**src/rtl/asp_pkg.sv**
```systemverilog
`timescale 1ns / 1ps
`default_nettype none

package asp_pkg;

  localparam int VW      = 6;
  localparam int WGT_W   = 16;
  localparam int HEUR_W  = 16;
  localparam int DIST_W  = 24;
  localparam int STEP_W  = 10;
  localparam int EDGE_W  = 2 * VW + WGT_W;
  localparam int QKEY_W  = DIST_W + VW;

  localparam logic [DIST_W-1:0] DIST_INF = '1;
  localparam logic [STEP_W-1:0] STEP_MAX = '1;

  localparam logic [1:0] FUNC_LOAD_EDGE = 2'd0;
  localparam logic [1:0] FUNC_LOAD_HEUR = 2'd1;
  localparam logic [1:0] FUNC_SEARCH    = 2'd2;
  localparam logic [1:0] FUNC_CLEAR     = 2'd3;

  localparam logic [1:0] STATUS_FOUND   = 2'd0;
  localparam logic [1:0] STATUS_UNREACH = 2'd1;
  localparam logic [1:0] STATUS_FULL    = 2'd2;

  typedef struct packed {
    logic       capture;
    logic       edge_write;
    logic       edge_clear;
    logic       h_write;
    logic       search_init;
    logic       init_push;
    logic       scan_start;
    logic       scan_run;
    logic       rm_read;
    logic       rm_write;
    logic       g_read;
    logic       g_latch;
    logic       edge_check;
    logic       eidx_inc;
    logic       relax;
    logic       step_inc;
    logic       path_init;
    logic       path_write;
    logic       par_load;
    logic       emit_dec;
    logic       out_load;
    logic       out_path;
    logic [1:0] out_status;
  } cmd_t;

  typedef struct packed {
    logic [1:0] func;
    logic       a_bad;
    logic       b_bad;
    logic       edge_full;
    logic       q_empty;
    logic       scan_done;
    logic       v_bad;
    logic       v_is_tgt;
    logic       edges_done;
    logic       match_ok;
    logic       cur_is_src;
    logic       path_full;
    logic       par_bad;
    logic       emit_last;
    logic       out_free;
  } sts_t;

endpackage

`default_nettype wire

```
**src/rtl/asp_ctrl.sv**
```systemverilog
`timescale 1ns / 1ps
`default_nettype none

module asp_ctrl (
  input  logic          clk_i,
  input  logic          rst_ni,
  input  logic          in_valid_i,
  output logic          in_stall_o,
  input  asp_pkg::sts_t sts_i,
  output asp_pkg::cmd_t cmd_o
);
  import asp_pkg::*;

  typedef enum logic [17:0] {
    S_IDLE      = 18'b000000000000000001,
    S_DECODE    = 18'b000000000000000010,
    S_INIT_PUSH = 18'b000000000000000100,
    S_POP_START = 18'b000000000000001000,
    S_SCAN      = 18'b000000000000010000,
    S_RM_RD     = 18'b000000000000100000,
    S_RM_WR     = 18'b000000000001000000,
    S_POP_CHK   = 18'b000000000010000000,
    S_G_LATCH   = 18'b000000000100000000,
    S_EDGE_RD   = 18'b000000001000000000,
    S_EDGE_CHK  = 18'b000000010000000000,
    S_RELAX     = 18'b000000100000000000,
    S_PATH_WR   = 18'b000001000000000000,
    S_PATH_RD   = 18'b000010000000000000,
    S_PATH_LD   = 18'b000100000000000000,
    S_EMIT_RD   = 18'b001000000000000000,
    S_EMIT_WAIT = 18'b010000000000000000,
    S_EMIT_ONE  = 18'b100000000000000000
  } state_e;

  state_e state_q, state_d;

  assign in_stall_o = (state_q != S_IDLE);

  always_comb begin
    state_d = state_q;
    cmd_o   = '0;
    case (state_q)
      S_IDLE: begin
        if (in_valid_i) begin
          cmd_o.capture = 1'b1;
          state_d = S_DECODE;
        end
      end
      S_DECODE: begin
        case (sts_i.func)
          FUNC_LOAD_EDGE: begin
            if (sts_i.a_bad || sts_i.b_bad) begin
              state_d = S_IDLE;
            end else if (sts_i.edge_full) begin
              state_d = S_EMIT_ONE;
            end else begin
              cmd_o.edge_write = 1'b1;
              state_d = S_IDLE;
            end
          end
          FUNC_LOAD_HEUR: begin
            cmd_o.h_write = !sts_i.a_bad;
            state_d = S_IDLE;
          end
          FUNC_SEARCH: begin
            if (sts_i.a_bad || sts_i.b_bad) begin
              state_d = S_EMIT_ONE;
            end else begin
              cmd_o.search_init = 1'b1;
              state_d = S_INIT_PUSH;
            end
          end
          default: begin
            cmd_o.edge_clear = 1'b1;
            state_d = S_IDLE;
          end
        endcase
      end
      S_INIT_PUSH: begin
        cmd_o.init_push = 1'b1;
        state_d = S_POP_START;
      end
      S_POP_START: begin
        if (sts_i.q_empty) begin
          state_d = S_EMIT_ONE;
        end else begin
          cmd_o.scan_start = 1'b1;
          state_d = S_SCAN;
        end
      end
      S_SCAN: begin
        if (sts_i.scan_done) begin
          state_d = S_RM_RD;
        end else begin
          cmd_o.scan_run = 1'b1;
        end
      end
      S_RM_RD: begin
        cmd_o.rm_read = 1'b1;
        state_d = S_RM_WR;
      end
      S_RM_WR: begin
        cmd_o.rm_write = 1'b1;
        state_d = S_POP_CHK;
      end
      S_POP_CHK: begin
        if (sts_i.v_bad) begin
          state_d = S_POP_START;
        end else begin
          cmd_o.g_read = 1'b1;
          state_d = S_G_LATCH;
        end
      end
      S_G_LATCH: begin
        cmd_o.g_latch = 1'b1;
        if (sts_i.v_is_tgt) begin
          cmd_o.path_init = 1'b1;
          state_d = S_PATH_WR;
        end else begin
          state_d = S_EDGE_RD;
        end
      end
      S_EDGE_RD: begin
        if (sts_i.edges_done) begin
          cmd_o.step_inc = 1'b1;
          state_d = S_POP_START;
        end else begin
          state_d = S_EDGE_CHK;
        end
      end
      S_EDGE_CHK: begin
        if (sts_i.match_ok) begin
          cmd_o.edge_check = 1'b1;
          state_d = S_RELAX;
        end else begin
          cmd_o.eidx_inc = 1'b1;
          state_d = S_EDGE_RD;
        end
      end
      S_RELAX: begin
        cmd_o.relax = 1'b1;
        cmd_o.eidx_inc = 1'b1;
        state_d = S_EDGE_RD;
      end
      S_PATH_WR: begin
        cmd_o.path_write = 1'b1;
        if (sts_i.cur_is_src || sts_i.path_full) begin
          state_d = S_EMIT_RD;
        end else begin
          state_d = S_PATH_RD;
        end
      end
      S_PATH_RD: begin
        state_d = S_PATH_LD;
      end
      S_PATH_LD: begin
        if (sts_i.par_bad) begin
          state_d = S_EMIT_RD;
        end else begin
          cmd_o.par_load = 1'b1;
          state_d = S_PATH_WR;
        end
      end
      S_EMIT_RD: begin
        state_d = S_EMIT_WAIT;
      end
      S_EMIT_WAIT: begin
        if (sts_i.out_free) begin
          cmd_o.out_load = 1'b1;
          cmd_o.out_path = 1'b1;
          if (sts_i.emit_last) begin
            state_d = S_IDLE;
          end else begin
            cmd_o.emit_dec = 1'b1;
            state_d = S_EMIT_RD;
          end
        end
      end
      S_EMIT_ONE: begin
        if (sts_i.out_free) begin
          cmd_o.out_load = 1'b1;
          cmd_o.out_status = (sts_i.func == FUNC_LOAD_EDGE) ? STATUS_FULL : STATUS_UNREACH;
          state_d = S_IDLE;
        end
      end
      default: begin
        state_d = S_IDLE;
      end
    endcase
  end

  always_ff @(posedge clk_i or negedge rst_ni) begin
    if (!rst_ni) begin
      state_q <= S_IDLE;
    end else begin
      state_q <= state_d;
    end
  end

endmodule

`default_nettype wire

```
**config.mk**
```make
export PLATFORM = sky130hd
export DESIGN_NAME = asp_ctrl
export DESIGN_NICKNAME = d
export VERILOG_FILES = /design/src/rtl/asp_pkg.sv /design/src/rtl/asp_ctrl.sv
export SDC_FILE = /design/constraint.sdc
export NUM_CORES = 1
export LEC_CHECK = 0
export BUFFER_PORTS_ARGS = -buffer_cell sky130_fd_sc_hd__buf_2
export CORE_MARGIN = 2
export CORE_UTILIZATION = 49
export DETAILED_ROUTE_END_ITERATION = 8
export PLACE_DENSITY = 0.79
export SETUP_SLACK_MARGIN = 0.2
export SYNTH_ARGS = -nofsm -noshare
export SYNTH_HDL_FRONTEND = slang
export SYNTH_SLANG_ARGS = --single-unit
```
**constraint.sdc**
```tcl
create_clock -name clk_i -period 2.9 [get_ports clk_i]
set_clock_uncertainty 0.05 [all_clocks]
set_input_delay 0 -clock clk_i [delete_from_list [all_inputs] [get_ports clk_i]]
set_output_delay 0 -clock clk_i [all_outputs]
set_load 0.01 [all_outputs]
```
# [Yosys cells after proc, flatten, opt, wreduce, memory -nomap -nowiden]
# Index checks and enable logic that the tools add are counted.
# W data, S select, Z words.
[word_totals] ramBits=0 ff_bits=18 romBits=0 mem_count=0 latch_bits=0
[classes] shifts=0 n_addsub=0 bitwise_logic=0 order_cmp=0 n_div=0 reduce_logical=6 eq_ne=25 mux=58 multipliers=0
[ops] op="$pmux W18 S18" count=1
[ops] op="$mux W18" count=8
[ops] op="$mux W16" count=3
[ops] op="$pmux W18 S2" count=1
[ops] op="$mux W1" count=34
[ops] op="$eq A18 B1 Y1 const B" count=1
[ops] op="$eq A18 B10 Y1 const B" count=1
[ops] op="$eq A18 B11 Y1 const B" count=1
[ops] op="$eq A18 B12 Y1 const B" count=1
[ops] op="$eq A18 B13 Y1 const B" count=1
[ops] op="$eq A18 B14 Y1 const B" count=1
[ops] op="$eq A18 B15 Y1 const B" count=1
[ops] op="$eq A18 B16 Y1 const B" count=1
[ops] op="$eq A18 B17 Y1 const B" count=1
[ops] op="$eq A18 B18 Y1 const B" count=1
[ops] op="$eq A18 B2 Y1 const B" count=1
[ops] op="$eq A18 B3 Y1 const B" count=1
[ops] op="$eq A18 B4 Y1 const B" count=1
[ops] op="$eq A18 B5 Y1 const B" count=1
[ops] op="$eq A18 B6 Y1 const B" count=1
[ops] op="$eq A18 B7 Y1 const B" count=1
[ops] op="$eq A18 B8 Y1 const B" count=1
[ops] op="$eq A18 B9 Y1 const B" count=1
[ops] op="$ne A18 B1 Y1 const B" count=1
[ops] op="16 further kinds" count=23

# [Longest topological paths before layout]
[depth] word_depth=4 depth_mapped=6 mapped_depth_nobuf=6

# [Worst setup path before layout]
# No wires, ideal clock.
[synth_timing] path_kind="register -> register" start="register state_q[10]" end="register state_q[15]" path_buffers=0 setup_slack_ps=782 arrival_ps=1997 setup_ps=71 stages_incl_launch_ff=7 cell_sequence="dfrtp_1 -> nor4_4 -> nand2_1 -> or4_4 -> or3b_1 -> o221a_1 -> nor2_1"
[synth_between] elab_chain_len=3 elab_cells_between_ends=24 cone_classes="22 x eq/ne; 1 x mux; 1 x reduce/logical"
[synth_lines] element="start: declaration" line_no="asp_ctrl.sv:35" rtl="state_e state_q, state_d;"
[synth_lines] element="start signal: assignment" line_no="asp_ctrl.sv:196" rtl="state_q <= state_d;"
[synth_lines] element="$eq A18 B5 Y1, or another cell as far along" line_no="asp_ctrl.sv:42" rtl="case (state_q)"
[synth_lines] element="$ne A2 B2 Y1 (no line)"
[synth_lines] element="$reduce_and A4 Y1 (no line)"
# Several ways; a longest one is shown, not always the timed one.
# A chain may end at the register's enable or synchronous reset.

# [Worst setup path in the final report]
[layout_timing] start="register state_q[13]" end="register state_q[4]"
# Same word-level chain as after synthesis.

==> out/results.tsv <==
stage	metric	value	unit
global_routing	grt_max_degree	19	
routing	drc	0	
routing	num_vias	1354	
die	core.rowCount	18	
global_routing	grt_pass1_wl	5410	µm
synthesis	ys_types	43	
timing	relSlewSlack	0.686	
die	die-height	54.5	µm
routing	viasPerCell	5.76	
routing	wire_per_inst	15.0	µm
synthesis	netlist_instances	142	
synthesis	synthTopCellsByCount	17 x dfrtp_1, 15 x nor2_1, 11 x inv_1	
power_and_ir_drop	vdd_drop_max	0.000308	V
final_layout	syn_to_final_growth	38.5	%
final_layout	fin_util	0.706	
die	io_pins	44	
worst_hold_path	hold_path.class	primary input to flop	
timing	period_share	0.890	
worst_setup_path	path_class	flop to flop	
global_routing	grt_use_total	0.258	
worst_setup_path	ff2ff_setup_slack	320	ps
worst_setup_path	cp-end-kind	flop	
die	dieArea	0.00297	mm²
final_layout	final_cells	235	
placed_design	place_inst	213	
routing	drtAntennaViolNets	0	
synthesis	seq_area_frac_synth	0.361	
worst_setup_path	startpoint	state_q[13]	
die	dieWidth	54.5	µm
final_layout	layout.nets	225	
timing	fin_ws	318	ps
routing	firstDrtPassIters	4	
placed_design	gp_congestion	0.871	
synthesis	yosysMostFrequentCell	dfrtp_1	
synthesis	async_flop_share	1.00	
final_layout	diodes	0	
timing	setup_viol	0	
clock_tree	clockBufferDepth	2	
clock_tree	cts_root_buf	clkbuf_4	
global_routing	first_global_vias	1178	
synthesis	synthFlopType	dfrtp_1	
final_layout	regMostFlops	state_q	
worst_setup_path	startpoint_type	flop	
final_layout	reg.largest.list	state_q (18)	
synthesis	ys_warn_count	0	
clock_tree	clock_latency	300	ps
synthesis	synthTopCellsByArea	dfrtp_1 34%, nor4_4 5.1%, nor3b_1 4.8%, nor2_1 4.5%, inv_1 3.3%	
worst_setup_path	crit_path_end	state_q[4]	
timing	max_freq	387	MHz
worst_setup_path	worstPathRequired	3090	ps
synthesis	avgSynthCellArea	8.81	µm²
clock_tree	cts_buffers	3	
timing	worst_slew_pin_slew	467	ps
placed_design	place.detailed.hpwl	2470	µm
clock_tree	clk_pin_slew	110	ps
worst_setup_path	reg2reg_depth	6	
outcome	status	finished, final reports clean	
worst_setup_path	r2r-start	state_q[13]	
final_layout	largest_reg_flops	18	
power_and_ir_drop	power.density	435	mW/mm²
synthesis	synth_seq_cells	18	
timing	drv_slew	0	
synthesis	synth.cell_area	0.00125	mm²
routing	wirelength	3530	µm
synthesis	synth_top_area_cell	dfrtp_1	
final_layout	n_fill_cell	185	
timing	rsz0062_at_grt	no	
die	start_util	0.510	
placed_design	placement.io_buffers	43	
synthesis	syn-num-nets	161	
worst_setup_path	critPathMaxFanout	5	
global_routing	overflow	0	
synthesis	yosysTopAreaCellShare	0.340	
power_and_ir_drop	p_leak	0.882	nW
synthesis	synth_edf_count	0	
placed_design	dpl_worst_slack	520	ps
final_layout	final_layout_size_suffix_gt1_frac	0.298	
timing	period_needed	2580	ps
clock_tree	cts_tree	done	
timing	hold_viol_final	0	
global_routing	grt_antenna_before_repair	0	
clock_tree	cts_sinks	18	
worst_setup_path	timing.rr.end	state_q[4]	
routing	drt_iter0_markers	41	
timing	finalSetupTns	0	ps
run	drv_cap	0	
worst_setup_path	critPathArrivalTime	2770	ps
clock_tree	htreeDepth	1	
die	coreArea	0.00245	mm²
cells in the final DEF (no fill, tap or decap), types with 2 or more instances in the layout:
cell           netlist  routed
a21oi_1              4       4
a31oi_1              2       2
and2_1               3       3
and3_1               2       2
and3b_1              2       2
and4_1               2       2
buf_2                0      43
buf_4                0       2
clkbuf_4             0       3
dfrtp_1             17      16
dlygate4sd3_1        0      16
inv_1               11      11
nand2_1              6       6
nand2b_1             3       3
nand3_1              4       4
nand3b_1             3       3
nand4_1              3       3
nor2_1              15      15
nor2b_1              4       4
nor3_1               7       7
nor3b_1              8       5
nor3b_2              0       3
nor4_1               4       4
nor4_4               3       4
o2111ai_1            2       2
o21ai_0              6       6
or3_1                4       4
or3b_1               2       2
or3b_2               2       2
xnor2_1              3       3
xor2_1               3       3
worst min-delay path by stage:
stage	slack, ps	startpoint	end	depth (start not counted)
global placement	-100	rst_ni	state_q[14]	1
floorplan	-350	rst_ni	state_q[10]	0
CTS	20	sts_i[2]	state_q[12]	3
finish	30	sts_i[2]	state_q[12]	3
global route	30	sts_i[2]	state_q[12]	3
detailed placement	-80	rst_ni	state_q[14]	1
cells by family after synthesis:
logic type,after synthesis,share of synthesized area
and+or+nand+nor,82,0.432
xor gates and xnor gates,6,0.0420
buffers and inverters,13,0.0390
AOI/OAI and AO/OA,23,0.126
DFF,18,0.361
power breakdown:
group	total [W]	leakage (nW)	internal [W]	switching, W
clock network	0.000161	0.0210	0.0000766	0.0000845
registers	0.000300	0.245	0.000270	0.0000302
logic	0.000293	0.616	0.000132	0.000161
total	0.000754	0.882	0.000478	0.000276
layer usage:
layer	vias up	track usage	share of wire
li1	646	-	-
met1	645	0.324	0.42
met2	57	0.470	0.52
met3	6	0.0273	0.053
met4	0	0.0625	0.013
met5	-	0	0
area by class of cell:
cell class              instances  area (µm²)  area share
repair buffers                 61         390       0.225
well taps                      30        37.5      0.0217
clock buffers                   4        36.3      0.0209
inverters                      11        41.3      0.0238
multi-input cells             111         774       0.447
flip-flops and latches         18         453       0.261
critical path: stages (launching register included):
cell and delay, ps:
dfrtp_1 470, nor4_4 340, and3_1 250, nand3_1 130
or3b_2 510, o21ai_0 190, dlygate4sd3_1 580
per-stage QoR:
step	hold slack [ps]	instance area [µm²]	total power, W
CTS	24.3	1690	0.000740
global route	28.3	1730	0.000796
global placement	-98.6	1500	0.000557
detailed placement	-84.3	1500	0.000566
floorplan	-346	1250	0.000488
finish	30.1	1730	0.000754
what timing repair did:
action                                  4_1_cts  5_1_grt
endpoints found under the hold margin        32        0
endpoints found under the setup margin        0        8
buffers inserted                              0        2
gates resized for setup                       0        5
hold buffers                                 16        0
Power figures use the tool's default switching activity.
